$ cat src/rtl/tcg_pkg.sv
// Shared types, request codes and constants of the terminal character grid.
package tcg_pkg;

    localparam int TYPE_W     = 4;
    localparam int CH_W       = 8;
    localparam int RA_W       = 8;
    localparam int CA_W       = 9;
    localparam int MODE_W     = 2;
    localparam int SGR_W      = 9;
    localparam int ROW_W      = 6;
    localparam int COL_W      = 8;
    localparam int COLOR_W    = 4;
    localparam int FLAG_W     = 3;
    localparam int CFG_IDX_W  = 1;
    localparam int CFG_DATA_W = 8;
    localparam int S_TDATA_W  = 40;
    localparam int M_TDATA_W  = 40;

    localparam logic [TYPE_W-1:0] REQ_PUT          = 4'd0;
    localparam logic [TYPE_W-1:0] REQ_LF           = 4'd1;
    localparam logic [TYPE_W-1:0] REQ_CR           = 4'd2;
    localparam logic [TYPE_W-1:0] REQ_MOVE         = 4'd3;
    localparam logic [TYPE_W-1:0] REQ_ABS          = 4'd4;
    localparam logic [TYPE_W-1:0] REQ_ERASE_LINE   = 4'd5;
    localparam logic [TYPE_W-1:0] REQ_ERASE_SCREEN = 4'd6;
    localparam logic [TYPE_W-1:0] REQ_SGR          = 4'd7;
    localparam logic [TYPE_W-1:0] REQ_RESET        = 4'd8;
    localparam logic [TYPE_W-1:0] REQ_READ         = 4'd9;

    localparam logic [CFG_IDX_W-1:0] CFG_ROWS = 1'd0;
    localparam logic [CFG_IDX_W-1:0] CFG_COLS = 1'd1;

    localparam logic [ROW_W-1:0]   ROWS_RESET = 6'd24;
    localparam logic [COL_W-1:0]   COLS_RESET = 8'd80;
    localparam logic [COLOR_W-1:0] FG_DEFAULT = 4'd7;
    localparam logic [COLOR_W-1:0] BG_DEFAULT = 4'd0;
    localparam logic [COLOR_W-1:0] BRIGHT_OFS = 4'd8;
    localparam logic [CH_W-1:0]    CHAR_NL    = 8'd10;

    localparam logic [FLAG_W-1:0] FLAG_BOLD  = 3'b001;
    localparam logic [FLAG_W-1:0] FLAG_UNDER = 3'b010;
    localparam logic [FLAG_W-1:0] FLAG_INV   = 3'b100;

    localparam logic [MODE_W-1:0] ERASE_TO_END     = 2'd0;
    localparam logic [MODE_W-1:0] ERASE_FROM_START = 2'd1;

    localparam logic signed [SGR_W-1:0] SGR_DEFAULT_ARG = -9'sd1;
    localparam logic signed [SGR_W-1:0] SGR_RESET    = 9'sd0;
    localparam logic signed [SGR_W-1:0] SGR_BOLD     = 9'sd1;
    localparam logic signed [SGR_W-1:0] SGR_UNDER    = 9'sd4;
    localparam logic signed [SGR_W-1:0] SGR_INV      = 9'sd7;
    localparam logic signed [SGR_W-1:0] SGR_NO_BOLD  = 9'sd22;
    localparam logic signed [SGR_W-1:0] SGR_NO_UNDER = 9'sd24;
    localparam logic signed [SGR_W-1:0] SGR_NO_INV   = 9'sd27;
    localparam logic signed [SGR_W-1:0] SGR_FG_DEF   = 9'sd39;
    localparam logic signed [SGR_W-1:0] SGR_BG_DEF   = 9'sd49;
    localparam logic signed [SGR_W-1:0] SGR_FG_LO    = 9'sd30;
    localparam logic signed [SGR_W-1:0] SGR_FG_HI    = 9'sd37;
    localparam logic signed [SGR_W-1:0] SGR_BG_LO    = 9'sd40;
    localparam logic signed [SGR_W-1:0] SGR_BG_HI    = 9'sd47;
    localparam logic signed [SGR_W-1:0] SGR_FGB_LO   = 9'sd90;
    localparam logic signed [SGR_W-1:0] SGR_FGB_HI   = 9'sd97;
    localparam logic signed [SGR_W-1:0] SGR_BGB_LO   = 9'sd100;
    localparam logic signed [SGR_W-1:0] SGR_BGB_HI   = 9'sd107;

    typedef struct packed {
        logic [FLAG_W-1:0]  flags;
        logic [COLOR_W-1:0] bg;
        logic [COLOR_W-1:0] fg;
        logic [CH_W-1:0]    ch;
    } tcg_cell_t;

    localparam int CELL_W = $bits(tcg_cell_t);

    typedef struct packed {
        logic accept;
        logic exec;
        logic wrap;
        logic load_range;
        logic scroll_start;
        logic scroll_rd;
        logic scroll_wr;
        logic scroll_tail;
        logic clr_step;
        logic put_wr;
        logic rd_capture;
        logic load_out;
        logic init_step;
    } tcg_cmd_t;

    typedef struct packed {
        logic char_nl;
        logic row_ge;
        logic col_ge;
        logic lf_scroll;
        logic sweep_done;
        logic init_last;
        logic out_free;
    } tcg_status_t;

endpackage

$ cat src/rtl/tcg_ctrl.sv
// Request sequencer of the terminal character grid.
module tcg_ctrl (
    input  logic                        aclk,
    input  logic                        aresetn,
    input  logic                        s_tvalid,
    output logic                        s_tready,
    input  logic [tcg_pkg::TYPE_W-1:0]  s_tuser,
    input  tcg_pkg::tcg_status_t        st,
    output tcg_pkg::tcg_cmd_t           cmd
);
    import tcg_pkg::*;

    localparam logic [3:0] ST_INIT      = 4'd0;
    localparam logic [3:0] ST_IDLE      = 4'd1;
    localparam logic [3:0] ST_DECODE    = 4'd2;
    localparam logic [3:0] ST_PUT_CHECK = 4'd3;
    localparam logic [3:0] ST_PUT_WR    = 4'd4;
    localparam logic [3:0] ST_SCR_START = 4'd5;
    localparam logic [3:0] ST_SCR_RD    = 4'd6;
    localparam logic [3:0] ST_SCR_WR    = 4'd7;
    localparam logic [3:0] ST_CLR       = 4'd8;
    localparam logic [3:0] ST_RANGE     = 4'd9;
    localparam logic [3:0] ST_RD_ADDR   = 4'd10;
    localparam logic [3:0] ST_RD_DATA   = 4'd11;
    localparam logic [3:0] ST_DONE      = 4'd12;

    logic [3:0]        state_reg, state_next;
    logic [TYPE_W-1:0] type_reg, type_next;
    logic              scroll_reg, scroll_next;

    always_ff @(posedge aclk) begin
        if (!aresetn) begin
            state_reg  <= ST_INIT;
            type_reg   <= REQ_PUT;
            scroll_reg <= 1'b0;
        end else begin
            state_reg  <= state_next;
            type_reg   <= type_next;
            scroll_reg <= scroll_next;
        end
    end

    always_comb begin
        state_next  = state_reg;
        type_next   = type_reg;
        scroll_next = scroll_reg;
        cmd         = '0;
        s_tready    = 1'b0;
        unique case (state_reg)
            ST_INIT: begin
                cmd.init_step = 1'b1;
                if (st.init_last) begin
                    state_next = ST_IDLE;
                end
            end
            ST_IDLE: begin
                s_tready = 1'b1;
                if (s_tvalid) begin
                    cmd.accept = 1'b1;
                    type_next  = s_tuser;
                    state_next = ST_DECODE;
                end
            end
            ST_DECODE: begin
                unique case (type_reg)
                    REQ_PUT: begin
                        if (st.char_nl) begin
                            cmd.exec   = 1'b1;
                            state_next = ST_DONE;
                        end else begin
                            state_next = ST_PUT_CHECK;
                        end
                    end
                    REQ_LF: begin
                        if (st.lf_scroll) begin
                            state_next = ST_SCR_START;
                        end else begin
                            cmd.exec   = 1'b1;
                            state_next = ST_DONE;
                        end
                    end
                    REQ_CR, REQ_MOVE, REQ_ABS, REQ_SGR: begin
                        cmd.exec   = 1'b1;
                        state_next = ST_DONE;
                    end
                    REQ_ERASE_LINE, REQ_ERASE_SCREEN, REQ_RESET: begin
                        state_next = ST_RANGE;
                    end
                    REQ_READ: begin
                        state_next = ST_RD_ADDR;
                    end
                    default: begin
                        state_next = ST_DONE;
                    end
                endcase
            end
            ST_PUT_CHECK: begin
                priority if (st.row_ge) begin
                    state_next = ST_SCR_START;
                end else if (st.col_ge) begin
                    cmd.wrap = 1'b1;
                end else begin
                    state_next = ST_PUT_WR;
                end
            end
            ST_PUT_WR: begin
                cmd.put_wr = 1'b1;
                state_next = ST_DONE;
            end
            ST_SCR_START: begin
                cmd.scroll_start = 1'b1;
                scroll_next      = 1'b1;
                state_next       = ST_SCR_RD;
            end
            ST_SCR_RD: begin
                if (st.sweep_done) begin
                    cmd.scroll_tail = 1'b1;
                    state_next      = ST_CLR;
                end else begin
                    cmd.scroll_rd = 1'b1;
                    state_next    = ST_SCR_WR;
                end
            end
            ST_SCR_WR: begin
                cmd.scroll_wr = 1'b1;
                state_next    = ST_SCR_RD;
            end
            ST_RANGE: begin
                cmd.load_range = 1'b1;
                cmd.exec       = 1'b1;
                state_next     = ST_CLR;
            end
            ST_CLR: begin
                if (st.sweep_done) begin
                    scroll_next = 1'b0;
                    if (scroll_reg && type_reg == REQ_PUT) begin
                        state_next = ST_PUT_CHECK;
                    end else begin
                        state_next = ST_DONE;
                    end
                end else begin
                    cmd.clr_step = 1'b1;
                end
            end
            ST_RD_ADDR: begin
                state_next = ST_RD_DATA;
            end
            ST_RD_DATA: begin
                cmd.rd_capture = 1'b1;
                state_next     = ST_DONE;
            end
            ST_DONE: begin
                if (st.out_free) begin
                    cmd.load_out = 1'b1;
                    state_next   = ST_IDLE;
                end
            end
            default: begin
                state_next = ST_IDLE;
            end
        endcase
    end
endmodule

$ cat config.mk
export PLATFORM = sky130hd
export DESIGN_NAME = tcg_ctrl
export DESIGN_NICKNAME = d
export VERILOG_FILES = /design/src/rtl/tcg_pkg.sv /design/src/rtl/tcg_ctrl.sv
export SDC_FILE = /design/constraint.sdc
export NUM_CORES = 1
export LEC_CHECK = 0
export BUFFER_PORTS_ARGS = -buffer_cell sky130_fd_sc_hd__buf_2
export CELL_PAD_IN_SITES_DETAIL_PLACEMENT = 1
export CELL_PAD_IN_SITES_GLOBAL_PLACEMENT = 1
export CORE_ASPECT_RATIO = 0.6
export CORE_MARGIN = 4
export CORE_UTILIZATION = 33
export DETAILED_ROUTE_END_ITERATION = 10
export PLACE_DENSITY_LB_ADDON = 0.2
export SYNTH_ARGS = -nofsm -noshare
export SYNTH_HDL_FRONTEND = slang
export SYNTH_SLANG_ARGS = --single-unit
$ cat constraint.sdc
create_clock -name aclk -period 1.76 [get_ports aclk]
set_input_delay 0.176 -clock aclk [delete_from_list [all_inputs] [get_ports aclk]]
set_output_delay 0.176 -clock aclk [all_outputs]
set_load 0.01 [all_outputs]
**Word-level counts from Yosys, hierarchy flattened**

Cells that the tools add are included.

- Flip-flop bits (word level): 9
- Logic and storage cells: 77
- Output and inout bits: 14
- Input port bits: 14

- Equal/unequal tests: 26
- Multiplexer cells: 37
- Reduce and logical (&&, ||, !) cells: 11

Operator list:

| kind | number |
|---|---|
| 4-bit case mux with 11 select lines | 1 |
| 4-bit 2-to-1 mux | 10 |
| 4-bit by 3-bit equality test with 1-bit output (second input constant) | 8 |
| 4-bit equality test (second input constant) | 7 |
| 1-bit 2-to-1 mux | 22 |
| 4-bit by 2-bit equality test with 1-bit output (second input constant) | 4 |
| 4-bit case mux with 4 select lines | 1 |
| 4-bit by 1-bit equality test with 1-bit output (second input constant) | 2 |
| 4-bit logical NOT | 2 |
| 2-bit inequality test (second input constant) | 4 |
| 5-bit AND reduction | 1 |
| 1-bit case mux with 2 select lines | 2 |
| 2-bit AND reduction | 2 |
| 2-bit OR reduction | 2 |
| 4-bit OR reduction | 1 |
| 3-bit inequality test (second input constant) | 1 |
| 1-bit case mux with 3 select lines | 1 |
| 3-bit OR reduction | 1 |
| 2-bit nonzero test | 1 |
| 1-bit logical AND | 1 |

**Longest topological paths before layout**

Gate-level depths: netlist of the first run.

- Word-level depth: 5
- Mapped depth: 6
- Mapped depth without buffers: 5

**Worst setup path before layout of the first run**

No wires, ideal clock.

- Kind: register -> register
- From: register state_reg[0]
- To: register state_reg[2]
- Library setup time: 115 ps
- Path buffers: 1
- Cell stages (with the launch flop): 7
- Data required time: 1645 ps
- Clock period less this slack: 1651 ps
- Setup slack: 109 ps
- Arrival time: 1537 ps
- Cells stage by stage: dfxtp_1 -> buf_2 -> nand2_1 -> nor4_1 -> nand3b_1 -> a31oi_1 -> o21a_1

- Cells in the longest elaborated chain, start to end: 3
- Elaborated cells between the ends (all ways): 22
- Classes of those cells: eq/ne (17); mux (1); reduce/logical (4)

RTL lines:

| what | RTL line | RTL |
|---|---|---|
| start, declared | tcg_ctrl.sv:27 | `logic [3:0] state_reg, state_next;` |
| start signal, assigned | tcg_ctrl.sv:37 | `state_reg <= state_next;` |
| 4-bit equality test (tied with other cells) | tcg_ctrl.sv:49 | `unique case (state_reg)` |
| 2-bit OR reduction (no source line) (tied with other cells) | -- |  |
| 4-bit case mux with 11 select lines / 5-bit AND reduction (equally long branches) | -- |  |

Several ways; a longest one is shown, not always the timed one.
A chain may end at the register's enable or synchronous reset.

==> results.md, run 1 <==
* Status: finished clean
* Area contributors post-synth: dfxtp_1 22%, nor3_1 7.3%, nor2b_1 6.1%
* Xor/xnor share of the synthesized area at 0
* WS Path Type: flop to primary output
* Post-Synthesis Cells at 120
* Clock network power share at 0.286
* H-tree Lvls at 1
* Drt total wl at 2870 µm
* Compound-Gate Fraction of Synth Area at 0.255
* # IOs at 28
* Final std cells w/o fill at 180
* Reg-to-reg setup timing slack at 60 ps
* Total power at 0.883 mW
* Asr flop ratio synth at 0
* Crit path launch type: flop
* Pwr Density at 795 nW/µm²
* Final WS setup at 37.4 ps
* Yosys warning count at 0
* Fmax achieved at 0.581 GHz
* Final net count at 165
* Most instantiated cells after synthesis: 12 x nor3_1, 10 x nor2_1, 9 x dfxtp_1, 9 x nand2_1, 8 x nor2b_1
* Dpl ws at 77.2 ps
* EDFF count, synth at 0
* Simple-Gate Fraction of Synth Area at 0.402
* Tot GR Track Use at 0.189
* Initial core utilization at 0.362
* Vias at 1016
* Placed Cells at 175
* Seq pwr share at 0.289
* CP Data Arrival Time at 1550 ps
* Tcrit/Tclk final at 0.979
* Comb pwr share at 0.425
* Cell with the most instances after synthesis: nor3_1
* Reg2reg end: state_reg[1]
* CP required at 1580 ps
* Ant diodes at 0
* Chip width at 72.3 µm
* Mux contribution to synthesized area at 0.0489
* CP max FO at 4
* Clk buf depth at 2
* Die area at 3370 µm²
* P_int at 0.548 mW
* Final HPWL DP at 2200 µm
* Layout area overhead at 35.4%
* Commonest register cell after synthesis: dfxtp_1
* Post-DP Area at 1030 µm²
* Placer Congestion at 0.850
* Vias/cell at 5.64
* CTS Sinks at 9
* Netlist cell types at 35
* CTS Buf Count at 3
* Worst r2r path cells at 5
* Ratio of cells with drive above 1 in the final layout at 0.313
* RSZ-0062 raised after global routing: yes
* Max-slew violation count at 0
* R2R Path Start: state_reg[0]
* DRC Markers at 0
* Cell Area, Synth at 820 µm²
* Worst vdd ir at 0.536 mV
* Post-synth top area cell: dfxtp_1
* Fin crit period at 1720 ps
* Fin Clk Skew at 4.73 ps
* Vias in the first global route at 956
* DR WL/cell at 16.0 µm
* Synthesized flop and latch total at 9
* Worst setup endpoint: cmd[11]
* Largest family of logic cells by synthesized area: simple AND/OR/NAND/NOR gates
* Switch share at 0.379
* P_leak at 0.500 nW
* Syn Area/Cell at 6.83 µm²
* First-pass GRT wire length at 4760 µm
* CP Capture Type: primary output
* Critical path origin: state_reg[0]
* Final design utilization at 0.491
* Post-synth net total at 134
* Post-route ant nets at 0
* Port Buffers at 27
* Clock Tree Root: clkbuf_8
* Final setup vio count at 0
* MaxCap Viol Count at 0
* Hold Vio Cnt, Final at 0
* TritonCTS clock tree: built
* P_sw at 0.334 mW
* CTS clk-pin slew, worst paths at 50 ps
* Final Cell Area at 1110 µm²
* Top cell type's share of synthesized area at 0.220
* Worst-margin pin slew at 350 ps
* Initial drt markers at 70
* Initial antenna violation count at 0
* Adder-cell share of the synthesized area at 0
* Hold Path Class: input pin to flop
* Die Y at 46.6 µm
* Core Footprint at 2260 µm²
* Clock latency on the worst-skew pair at 240 ps
* # rows at 13
* Pin count of the biggest net entering global routing at 20
* Drt pass-1 iters at 4
* Total grt overflow at 0
* Worst slew margin at 0.765
* Seq/Total Area, Yosys at 0.220
==> critical path: stages (launching register included) <==
cell and delay (ps):
dfxtp_1 330, nand2b_1 170, or3_4 360, nor3_1 140
o21ai_1 90, o21ai_0 80, buf_2 150
==> cells in the final DEF, fill, tap and decap left out, types with 3 or more instances in the layout <==
cell,netlist,layout
nor2b_1,8,8
inv_1,6,6
clkbuf_8,0,3
nor4_1,4,3
buf_4,0,8
nor3_1,12,11
nor2_1,10,10
buf_2,1,27
o21ai_1,2,3
o21ai_0,5,4
o21a_1,3,3
a21oi_1,4,4
nand2b_1,7,6
a31oi_1,4,4
dfxtp_1,9,7
nand2_1,9,8
mux2i_1,4,4
==> area by class of cell <==
cell class              instances  area, µm²
flip-flops and latches          9        183
inverters                       6       22.5
repair buffers                 36        215
clock inverters                 1       5.00
clock buffers                   3       41.3
fillers                       305       1150
well taps                      30       37.5
multi-input cells              95        606
==> through the flow <==
stage                     setup TNS, ps  hold WS (ps)
after CTS                             0           188
after global placement                0           427
after detailed placement              0           441
after global routing              -79.6           202
after floorplan                       0           277
final                                 0           186
==> kinds of logic (layout without fill, tap and decap cells) <==
kind of cell | Yosys count | count (layout)
mux | 4 | 4
flops | 9 | 9
compound gates | 31 | 31
buf+inv | 16 | 46
simple gates | 60 | 60
==> worst min path at each step <==
stage,start,slack [ps],endpoint,cells past startpoint
finish,s_tuser[2],190,type_reg[2],3
global route,s_tuser[1],200,type_reg[1],3
CTS,s_tuser[2],190,type_reg[2],3
detailed placement,s_tuser[2],440,type_reg[2],3
global placement,s_tuser[0],430,type_reg[0],3
floorplan,st[2],280,scroll_reg,1
==> per-layer routing <==
layer / share of wire / GRT usage / vias to the layer above
met4: 0.0087 / 0.0449 / 0
met3: 0.079 / 0.0523 / 5
li1: - / - / 497
met1: 0.48 / 0.260 / 477
met5: 0 / 0 / -
met2: 0.43 / 0.295 / 37
==> repair_timing <==
action                                  in CTS  in global routing
setup buffers                                0                  1
hold buffers                                 0                  0
resized for setup                            2                  7
endpoints found under the setup margin       1                  8
pin swaps                                    0                  2
==> power groups by stage <==
stage	registers [mW]	logic, mW	clock network (mW)
finish	0.255	0.375	0.253
global route	0.260	0.414	0.270
CTS	0.255	0.344	0.258
detailed placement	0.259	0.337	0
global placement	0.256	0.328	0
floorplan	0.237	0.229	0
No activity file was read; power rests on OpenSTA's default activity.
==> inputs of run 2 (changes only) <==
--- a/config.mk
+++ b/config.mk
@@ -13,6 +13,7 @@
 export CORE_UTILIZATION = 33
 export DETAILED_ROUTE_END_ITERATION = 10
 export PLACE_DENSITY_LB_ADDON = 0.2
+export SETUP_SLACK_MARGIN = 0.5
 export SYNTH_ARGS = -nofsm -noshare
 export SYNTH_HDL_FRONTEND = slang
 export SYNTH_SLANG_ARGS = --single-unit
==> run 2 against run 1 <==
Critical path depth increased by 1; count of clock-buffer cells in the layout is the same; utilization up 19 points; sequential power rose by 7%; via count is 30% higher; total power up 27%; clock skew increased by 3.7 ps; clock power up 8.3%; worst setup slack worse by 20 ps; flip-flop and latch count is the same; critical path type is now flop to flop; largest cell class unchanged; largest power group unchanged.
==> results.md, run 2 (synthesis results as in run 1) <==
* Status: finished clean
* Die area at 3370 µm²
* Hold Vio Cnt, Final at 0
* CTS clk-pin slew, worst paths at 60 ps
* Post-route ant nets at 0
* Initial core utilization at 0.362
* Worst-margin pin slew at 487 ps
* P_leak at 0.674 nW
* Commonest non-fill, non-tap cell in the layout: buf_2
* Final net count at 186
* Clock latency on the worst-skew pair at 260 ps
* First-pass GRT wire length at 6730 µm
* Max-slew violation count at 0
* Pwr Density at 731 nW/µm²
* CTS Sinks at 9
* Final HPWL DP at 2210 µm
* Core Footprint at 2260 µm²
* WS Path Type: flop to flop
* DRC Markers at 0
* Tot GR Track Use at 0.279
* CP Data Arrival Time at 1880 ps
* Drt total wl at 5210 µm
* Hold Path Class: input pin to flop
* Worst Hold Path EP: type_reg[0]
* CP required at 1900 ps
* Pin count of the biggest net entering global routing at 13
* Total grt overflow at 0
* Vias at 1320
* CP max FO at 4
* CP Capture Type: flop
* Final Cell Area at 1530 µm²
* CTS Buf Count at 3
* Dpl ws at 65.4 ps
* Worst r2r path cells at 7
* Reg-to-reg setup timing slack at 20 ps
* Drt pass-1 iters at 5
* MaxCap Viol Count at 0
* Vias/cell at 6.57
* Port Buffers at 27
* Placer Congestion at 0.878
* Fmax achieved at 0.574 GHz
* Die Y at 46.6 µm
* Ratio of cells with drive above 1 in the final layout at 0.561
* Layout area overhead at 87.2%
* # IOs at 28
* Fin crit period at 1740 ps
* H-tree Lvls at 1
* Most frequent cells in the layout: 25 x buf_2, 15 x buf_4, 14 x buf_6
* Chip width at 72.3 µm
* Hold WS at 233 ps
* Initial antenna violation count at 0
* Initial drt markers at 135
* Critical path origin: state_reg[0]
* Final TNS setup at 0 ps
* Vias in the first global route at 1223
* # rows at 13
* Final WS setup at 17.0 ps
* DR WL/cell at 25.9 µm
* Worst vdd ir at 0.640 mV
* Clk buf depth at 2
* R2R Path Start: state_reg[0]
* Min-delay src: s_tuser[0]
* Fin Clk Skew at 8.43 ps
* Ant diodes at 0
* Tcrit/Tclk final at 0.990
* Final setup vio count at 0
* Post-DP Area at 1070 µm²
* Worst slew margin at 0.673
* Reg2reg end: state_reg[1]
* RSZ-0062 raised after global routing: yes
* Crit path launch type: flop
* Number of cells on the worst hold path at 3
* Clock Tree Root: clkbuf_8
* TritonCTS clock tree: built
run 2: changes by cell type in the layout (fill, tap and decap cells not counted), sizes merged:
| cell | delta |
|---|---|
| buf | +21 |
run 2: timing repair:
action	CTS	global route
pin swaps	14	12
resized for setup	41	18
setup buffers	17	5
hold endpoints to repair	0	0
setup endpoints to repair	23	22
hold buffers	0	0
run 2: worst max path at each step:
stage	slack [ps]	endpoint	cells after the start
global route	-30	state_reg[1]	7
global placement	100	state_reg[0]	5
CTS	120	cmd[11]	6
floorplan	280	state_reg[1]	5
detailed placement	70	state_reg[1]	5
finish	20	state_reg[1]	7
run 2: layout make-up:
type / instances / area, µm²
clock inverters: 1 / 5.00
well taps: 30 / 37.5
flip-flops and latches: 9 / 200
multi-input cells: 95 / 782
repair buffers: 57 / 445
clock buffers: 3 / 41.3
fillers: 263 / 727
inverters: 6 / 22.5
run 2: where the power goes:
group | switching (mW) | internal [mW] | total (mW) | leakage (nW)
logic | 0.310 | 0.264 | 0.574 | 0.570
clock network | 0.118 | 0.157 | 0.274 | 0.0255
registers | 0.0469 | 0.227 | 0.274 | 0.0779
total | 0.474 | 0.648 | 1.12 | 0.674
run 2: critical path: stages, from the launching register on:
cell and delay (ps):
dfxtp_4 360, buf_4 150, buf_6 130, nor4bb_4 330, o21ai_2 120, nand3b_1 240, a31oi_1 90, o21a_1 210
run 2: layer usage:
metal / track usage / vias up / share of wire
met3: 0.0959 / 25 / 0.11
met5: 0 / - / 0
li1: - / 541 / -
met2: 0.452 / 106 / 0.46
met1: 0.361 / 648 / 0.39
met4: 0.0637 / 0 / 0.033
run 2: metrics by stage:
step / power, mW / utilization / instances
floorplan: 0.493 / - / 120
global placement: 0.600 / 0.475 / 175
detailed placement: 0.609 / 0.475 / 175
CTS: 0.998 / 0.623 / 196
finish: 1.12 / 0.678 / 201
global route: 1.17 / 0.678 / 201
